[config.mk]
export PLATFORM = sky130hd
export DESIGN_NAME = ktlru_ctrl
export DESIGN_NICKNAME = d
export VERILOG_FILES = /design/src/rtl/ktlru_pkg.sv /design/src/rtl/ktlru_ctrl.sv
export SDC_FILE = /design/constraint.sdc
export NUM_CORES = 1
export LEC_CHECK = 0
export ABC_AREA = 1
export BUFFER_PORTS_ARGS = -buffer_cell sky130_fd_sc_hd__buf_2
export CAP_MARGIN = 20
export CORE_AREA = 2 2 39 41
export CTS_BUF_LIST = sky130_fd_sc_hd__clkbuf_16
export CTS_CLUSTER_DIAMETER = 150
export DETAILED_ROUTE_END_ITERATION = 10
export DIE_AREA = 0 0 41 43
export PLACE_DENSITY = 0.46
export SLEW_MARGIN = 5
export SYNTH_ARGS = -nofsm -noshare
export SYNTH_HDL_FRONTEND = slang
export SYNTH_SLANG_ARGS = --single-unit
export TNS_END_PERCENT = 30
[constraint.sdc]
create_clock -name aclk -period 0.9 [get_ports aclk]
set_input_delay 0.135 -clock aclk [delete_from_list [all_inputs] [get_ports aclk]]
set_output_delay 0.135 -clock aclk [all_outputs]
set_load 0.02 [all_outputs]
[src/rtl/ktlru_pkg.sv]
// Shared types, widths and constants for the keyed station table.
package ktlru_pkg;

    // Default table size.
    localparam int TABLE_ENTRIES_DEFAULT = 128;

    // Field widths of the input word.
    localparam int KEY_W     = 56;
    localparam int FLIGHT_W  = 48;
    localparam int LABEL_W   = 16;
    localparam int CHANNEL_W = 18;
    localparam int TIME_W    = 48;

    // Field widths of the result word.
    localparam int SLOT_W  = 7;
    localparam int TOTAL_W = 32;
    localparam int USED_W  = 8;

    // Input word layout, lowest field first.
    localparam int KEY_LSB     = 0;
    localparam int FLIGHT_LSB  = KEY_LSB + KEY_W;
    localparam int LABEL_LSB   = FLIGHT_LSB + FLIGHT_W;
    localparam int CHANNEL_LSB = LABEL_LSB + LABEL_W;
    localparam int TIME_LSB    = CHANNEL_LSB + CHANNEL_W;
    localparam int S_FIELDS_W  = TIME_LSB + TIME_W;
    localparam int S_TDATA_W   = ((S_FIELDS_W + 7) / 8) * 8;

    // Result word layout, lowest field first.
    localparam int M_FIELDS_W = SLOT_W + 1 + 1 + TOTAL_W + USED_W;
    localparam int M_TDATA_W  = ((M_FIELDS_W + 7) / 8) * 8;

    // Request kinds carried in s_tuser.
    localparam logic REQ_NOTE  = 1'b0;
    localparam logic REQ_CLEAR = 1'b1;

    // Controller states.
    typedef enum logic [2:0] {
        ST_IDLE,
        ST_SCAN_RD,
        ST_SCAN_CHK,
        ST_ALLOC,
        ST_ENTRY_RD,
        ST_COMMIT
    } ctrl_state_t;

    // Commands from the controller to the datapath.
    typedef struct packed {
        logic capture;
        logic clear_all;
        logic scan_step;
        logic take_hit;
        logic alloc;
        logic commit;
    } ctrl_cmd_t;

    // Status from the datapath to the controller.
    typedef struct packed {
        logic req_clear;
        logic key_zero;
        logic table_empty;
        logic key_hit;
        logic scan_last;
        logic out_free;
    } dp_status_t;

endpackage

[src/rtl/ktlru_ctrl.sv]
// Sequencing state machine for the keyed station table.
module ktlru_ctrl (
    input  logic                   aclk,
    input  logic                   aresetn,
    input  logic                   s_tvalid,
    output logic                   s_tready,
    input  ktlru_pkg::dp_status_t  status,
    output ktlru_pkg::ctrl_cmd_t   cmd
);
    import ktlru_pkg::*;

    ctrl_state_t state_reg;
    ctrl_state_t state_next;

    // State register.
    always_ff @(posedge aclk) begin
        if (!aresetn) begin
            state_reg <= ST_IDLE;
        end else begin
            state_reg <= state_next;
        end
    end

    // Next state and commands.
    always_comb begin
        state_next = state_reg;
        cmd        = '0;
        s_tready   = 1'b0;
        case (state_reg)
            ST_IDLE: begin
                s_tready = 1'b1;
                if (s_tvalid) begin
                    cmd.capture = 1'b1;
                    if (status.req_clear) begin
                        cmd.clear_all = 1'b1;
                    end else if (status.key_zero) begin
                        state_next = ST_IDLE;
                    end else if (status.table_empty) begin
                        state_next = ST_ALLOC;
                    end else begin
                        state_next = ST_SCAN_RD;
                    end
                end
            end
            ST_SCAN_RD: begin
                state_next = ST_SCAN_CHK;
            end
            ST_SCAN_CHK: begin
                if (status.key_hit) begin
                    cmd.take_hit = 1'b1;
                    state_next   = ST_ENTRY_RD;
                end else begin
                    cmd.scan_step = 1'b1;
                    state_next    = status.scan_last ? ST_ALLOC : ST_SCAN_RD;
                end
            end
            ST_ALLOC: begin
                cmd.alloc  = 1'b1;
                state_next = ST_ENTRY_RD;
            end
            ST_ENTRY_RD: begin
                state_next = ST_COMMIT;
            end
            ST_COMMIT: begin
                if (status.out_free) begin
                    cmd.commit = 1'b1;
                    state_next = ST_IDLE;
                end
            end
            default: begin
                state_next = ST_IDLE;
            end
        endcase
    end

endmodule

==> results.ini, run 1 <==
[outcome]
status = complete, but fails checks
violations = setup timing

[flow_run]
cap_violations = 0

[critical_path]
worstSetupEndpointType = primary output
path_cells = nor3_2 -> nand2_1 -> inv_1 -> buf_6
critPathArrivalTime_ps = 1010
cp_num_buf_inv = 2
cp_slowest_cell = dfxtp_4
critPathRequiredTime_ps = 760
worstSetupStartpointType = flip-flop
path_delay_family = flip-flops
path_class = reg2out
slowest_delay_ps = 360
worstPathMaxFanout = 6

[cells_and_area]
synthToLayoutAreaGrowth_pct = 106.6
largest_reg_flops = 3
diodes = 0
fin_nets = 79
drive_gt1_share_pct = 57.97

[logic_synthesis]
synth_ff_type = dfxtp_1
synthTopCellsByCount = 11 x inv_1, 7 x nand2_1, 6 x nand3_1, 5 x nor2_1
synth-edff-count = 0
synth_cells = 46
synthArstFlopShare_pct = 0
yosysSeqAreaShare_pct = 22.64
synth_largest_area_cell = dfxtp_1
synth_top_area_share_pct = 22.64
syn_area_per_cell_um2 = 5.766
ys_types = 12
syn-num-nets = 55
synth_seq_cells = 3
ys_warn_count = 0
yosys-top-cells-area = dfxtp_1 23%, inv_1 16%, nand3_1 11%, nand2_1 9.9%, nand4_1 9.4%
synth_area_um2 = 265.3
synth.most_common_cell = inv_1

[timing]
tns_ps = -1893
worst_hold_slack_ps = 111.5
skew_ps = 0.6334
fin_crit_sh_pct = 127.2
timing.slew.headroom_pct = 90.74
tightest_slew_ps = 138.6
rsz0062_at_grt = yes
setup_viol = 10
post-route-min-period_ps = 1145
clock.fmax_mhz = 873.4
hold_viol_final = 0
worst_slack_ps = -245.0
slew_viol_final = 0

[place]
place.port_buffers = 15
gp_congestion = 0.6765
hpwl_um = 506.8

[detailed_routing]
drc_errors = 0
drt-total-wl_um = 682
wl_met1_um = 280
vias = 353
dr.pass1.iters = 3
via_per_inst = 4.153
antenna_left = 0
routed.top_layer = met3
wire_per_inst_um = 8.024
wl_met2_um = 369
wl_met3_um = 32
drtIter0Drc = 6

[cts]
cts_buffers = 3
clock_sinks = 3
cts-hold-fix-buffers = 0
clk_pin_slew_worst_paths_ps = 30
insertion_delay_ps = 220
cts_tree = yes
clockRootBuffer = clkbuf_16
clockBufferDepth = 2
htreeDepth = 1

[grt]
antenna_found_initial = 0
grt_usage_pct = 9.519
grt_first_pass_wirelength_um = 1062
grt_pass1_vias = 300
grt_max_degree = 8
grt_overflow = 0

[pwr]
swShare_pct = 23.76
p_sw_uw = 256.5
ir_worst_vdd_mv = 1.223
power.density_mw_per_mm2 = 1970
power.share.clock_pct = 63.5
power.leakage_uw = 0.0002976
intPower_uw = 823.0
comb_power_share_pct = 21.7
p_seq_share_pct = 14.8

[die]
core_area_mm2 = 0.001384
initial_core_util_pct = 19.17
die_w_um = 41
dieArea_mm2 = 0.001763
die_height_um = 43
row_count = 14
top_level_ports = 16

[hold_path]
hold_class = in2reg

[worst min-delay path, delay by kind of cell]
kind,cells,cell delay (ps)
simple gates,1,50
buf+inv,2,130
[final timing paths]
kind | from | end | slack (ps) | depth (start not counted)
min reg2reg | state_reg[0] | state_reg[0] | 600 | 2
max reg2reg | state_reg[2] | state_reg[2] | -160 | 7
min | aresetn | state_reg[2] | 110 | 3
max | state_reg[2] | cmd[2] | -240 | 4
[cells in the final DEF, fill, tap and decap left out, types with 4 or more instances in the layout]
cell type   n
nand3_1     5
buf_2       8
inv_1      11
buf_6       4
nand2_1     7
buf_4       7
nand4_1     4
nor2_2      5
[power groups by stage]
stage               combinational (uW)  clock [uW]  sequential [uW]
floorplan                          129           0              159
global placement                   186           0              163
detailed placement                 186           0              162
CTS                                217         704              161
global route                       263         720              162
finish                             234         685              160
[stage by stage]
stage	std cells	worst slack [ps]	cell area (um^2)	util [%]	power, uW
floorplan	46	-26.15	279.0	-	288.3
global placement	78	-139.3	381.6	27.58	348.5
detailed placement	78	-118.7	381.6	27.58	347.7
CTS	84	-254.8	521.8	37.70	1082
global route	85	-290.4	548.0	39.60	1145
finish	85	-245.0	548.0	39.60	1080
[logic make-up after synthesis]
kind of cell           synth area share (%)
and+or+nand+nor                       55.66
AOI/OAI and AO/OA                     3.302
DFF                                   22.64
buffers and inverters                 18.40
[layer usage]
| metal | vias to the layer above | track usage [%] |
|---|---|---|
| met1 | 156 | 10.22 |
| li1 | 190 | - |
| met4 | 0 | 10.00 |
| met5 | - | 0 |
| met3 | 0 | 3.141 |
| met2 | 7 | 13.13 |
[cell type report]
class | count | area, um^2
fillers | 151 | 835.8
multi-input cells | 30 | 188.9
repair buffers | 19 | 137.6
clock buffers | 3 | 75.07
flip-flops and latches | 3 | 71.32
inverters | 13 | 51.30
well taps | 16 | 20.02
clock inverters | 1 | 3.754
[timing repair]
item	4_1_cts	5_1_grt
endpoints found under the hold margin	0	0
gates resized for setup	16	6
pin swaps	3	1
setup endpoints to repair	10	10
buffers inserted	2	1
(Power assumes the default switching activity.)
==> run 2, diff against run 1 <==
Settings changed: TNS_END_PERCENT 30 to 10.
==> results.ini, run 2 (same netlist as run 1, synthesis figures left out) <==
[outcome]
status = complete, but fails checks  ; unchanged
violations = setup timing  ; unchanged

[detailed_routing]
drtIter0Drc = 6  ; unchanged
vias = 351  ; was 353
dr.pass1.iters = 3  ; unchanged
via_per_inst = 4.129  ; was 4.153
wire_per_inst_um = 8.035  ; was 8.024 um
antenna_left = 0  ; unchanged
drt-total-wl_um = 683  ; was 682 um
drc_errors = 0  ; unchanged

[die]
dieArea_mm2 = 0.001763  ; unchanged
die_w_um = 41  ; unchanged
row_count = 14  ; unchanged
die_height_um = 43  ; unchanged
initial_core_util_pct = 19.17  ; unchanged
core_area_mm2 = 0.001384  ; unchanged
top_level_ports = 16  ; unchanged

[timing]
worst_slack_ps = -245.0  ; unchanged
tightest_slew_ps = 138.6  ; unchanged
post-route-min-period_ps = 1145  ; unchanged
hold_viol_final = 0  ; unchanged
rsz0062_at_grt = yes  ; unchanged
slew_viol_final = 0  ; unchanged
timing.slew.headroom_pct = 90.74  ; unchanged
setup_viol = 10  ; unchanged
fin_crit_sh_pct = 127.2  ; unchanged
clock.fmax_mhz = 873.4  ; unchanged
skew_ps = 0.6334  ; unchanged

[grt]
grt_usage_pct = 9.519  ; unchanged
grt_overflow = 0  ; unchanged
grt_max_degree = 8  ; unchanged
grt_first_pass_wirelength_um = 1062  ; unchanged
antenna_found_initial = 0  ; unchanged
grt_pass1_vias = 300  ; unchanged

[place]
place.port_buffers = 15  ; unchanged
placed_cell_area_um2 = 381.6  ; unchanged
hpwl_um = 506.8  ; unchanged
gp_congestion = 0.6765  ; unchanged

[hold_path]
hold_class = in2reg  ; unchanged

[cts]
cts_buffers = 3  ; unchanged
clk_pin_slew_worst_paths_ps = 30  ; about the same
cts-hold-fix-buffers = 0  ; unchanged
clock_sinks = 3  ; unchanged
cts_tree = yes  ; unchanged
clockRootBuffer = clkbuf_16  ; unchanged
clockBufferDepth = 2  ; unchanged
insertion_delay_ps = 220  ; about the same
htreeDepth = 1  ; unchanged

[critical_path]
worstPathMaxFanout = 6  ; unchanged
critPathRequiredTime_ps = 760  ; about the same
worstSetupStartpointType = flip-flop  ; unchanged
critPathArrivalTime_ps = 1010  ; about the same
path_class = reg2out  ; unchanged
worstSetupEndpointType = primary output  ; unchanged

[cells_and_area]
synthToLayoutAreaGrowth_pct = 105.2  ; was 106.6%
fillers = 148  ; was 151
final_cell_area_um2 = 544.3  ; was 548.0 um^2
drive_gt1_share_pct = 57.97  ; unchanged
diodes = 0  ; unchanged
final_cell_mix = 11 x inv_1, 8 x buf_2, 8 x buf_4  ; was 11 x inv_1, 8 x buf_2, 7 x nand2_1, 7 x buf_4
fin_nets = 79  ; unchanged
largest_reg_flops = 3  ; unchanged
final_common_cell = inv_1  ; unchanged
utilization_pct = 39.33  ; was 39.60%

[pwr]
power.leakage_uw = 0.0002964  ; was 0.0002976 uW
power.density_mw_per_mm2 = 1975  ; was 1970 mW/mm^2
ir_worst_vdd_mv = 1.223  ; about the same

[flow_run]
cap_violations = 0  ; unchanged

==> run 2: cell count changes in the layout (fill, tap and decap cells not counted) <==
| cell | change |
|---|---|
| buf_6 | -1 |
| buf_4 | +1 |
==> run 2: stage by stage <==
stage | hold WS (ps) | total power, uW | TNS [ps] | instances | setup WS [ps]
after floorplan | 232.6 | 288.3 | -56.43 | 46 | -26.15
after global placement | 334.1 | 348.5 | -893.4 | 78 | -139.3
after detailed placement | 339.1 | 347.7 | -802.8 | 78 | -118.7
after CTS | 106.9 | 1082 | -1813 | 84 | -254.8
after global routing | 121.8 | 1140 | -2510 | 85 | -290.4
final | 111.5 | 1075 | -1891 | 85 | -245.0
==> run 2: final timing paths <==
| path | start | end | slack [ps] | cells after the start |
|---|---|---|---|---|
| worst max register to register | state_reg[2] | state_reg[2] | -160 | 7 |
| worst min-delay path | aresetn | state_reg[2] | 110 | 3 |
| worst max-delay path | state_reg[2] | cmd[2] | -240 | 4 |
| worst min register to register | state_reg[0] | state_reg[0] | 600 | 2 |
==> run 2: final cells by class <==
cell class	count	area [um^2]	share of cell area (%)
clock buffer	3	75.07	13.79
clock inverter	1	3.754	0.6897
inverter	13	51.30	9.425
multi-input combinational	30	188.9	34.71
sequential	3	71.32	13.10
tap	16	20.02	3.678
timing repair buffer	19	133.9	24.60
==> run 2: power breakdown <==
group,switching (uW),total (uW),internal [uW],leakage (uW)
Clock,113,685,572,0.0000423
Combinational,124,230,106,0.000227
Sequential,18.7,160,141,0.0000267
Total,255,1070,819,0.000296
==> run 2: repair_timing <==
| item | CTS | global route |
|---|---|---|
| setup endpoints to repair | 10 | 10 |
| setup buffers | 2 | 1 |
| pin swaps | 3 | 1 |
| resized for setup | 16 | 5 |
| hold endpoints to repair | 0 | 0 |
==> run 2: metal layers <==
| metal | global-route usage (%) | vias to the layer above | share of wire, % |
|---|---|---|---|
| met3 | 3.141 | 0 | 4.7 |
| li1 | - | 190 | - |
| met1 | 10.22 | 154 | 41 |
| met5 | 0 | - | 0 |
| met2 | 13.13 | 7 | 54 |
| met4 | 10.00 | 0 | 0 |
==> run 2: critical path, stage by stage, from the launching register on <==
cell and delay (ps):
dfxtp_4 360, nor3_2 170, nand2_1 80, inv_1 70
buf_6 110
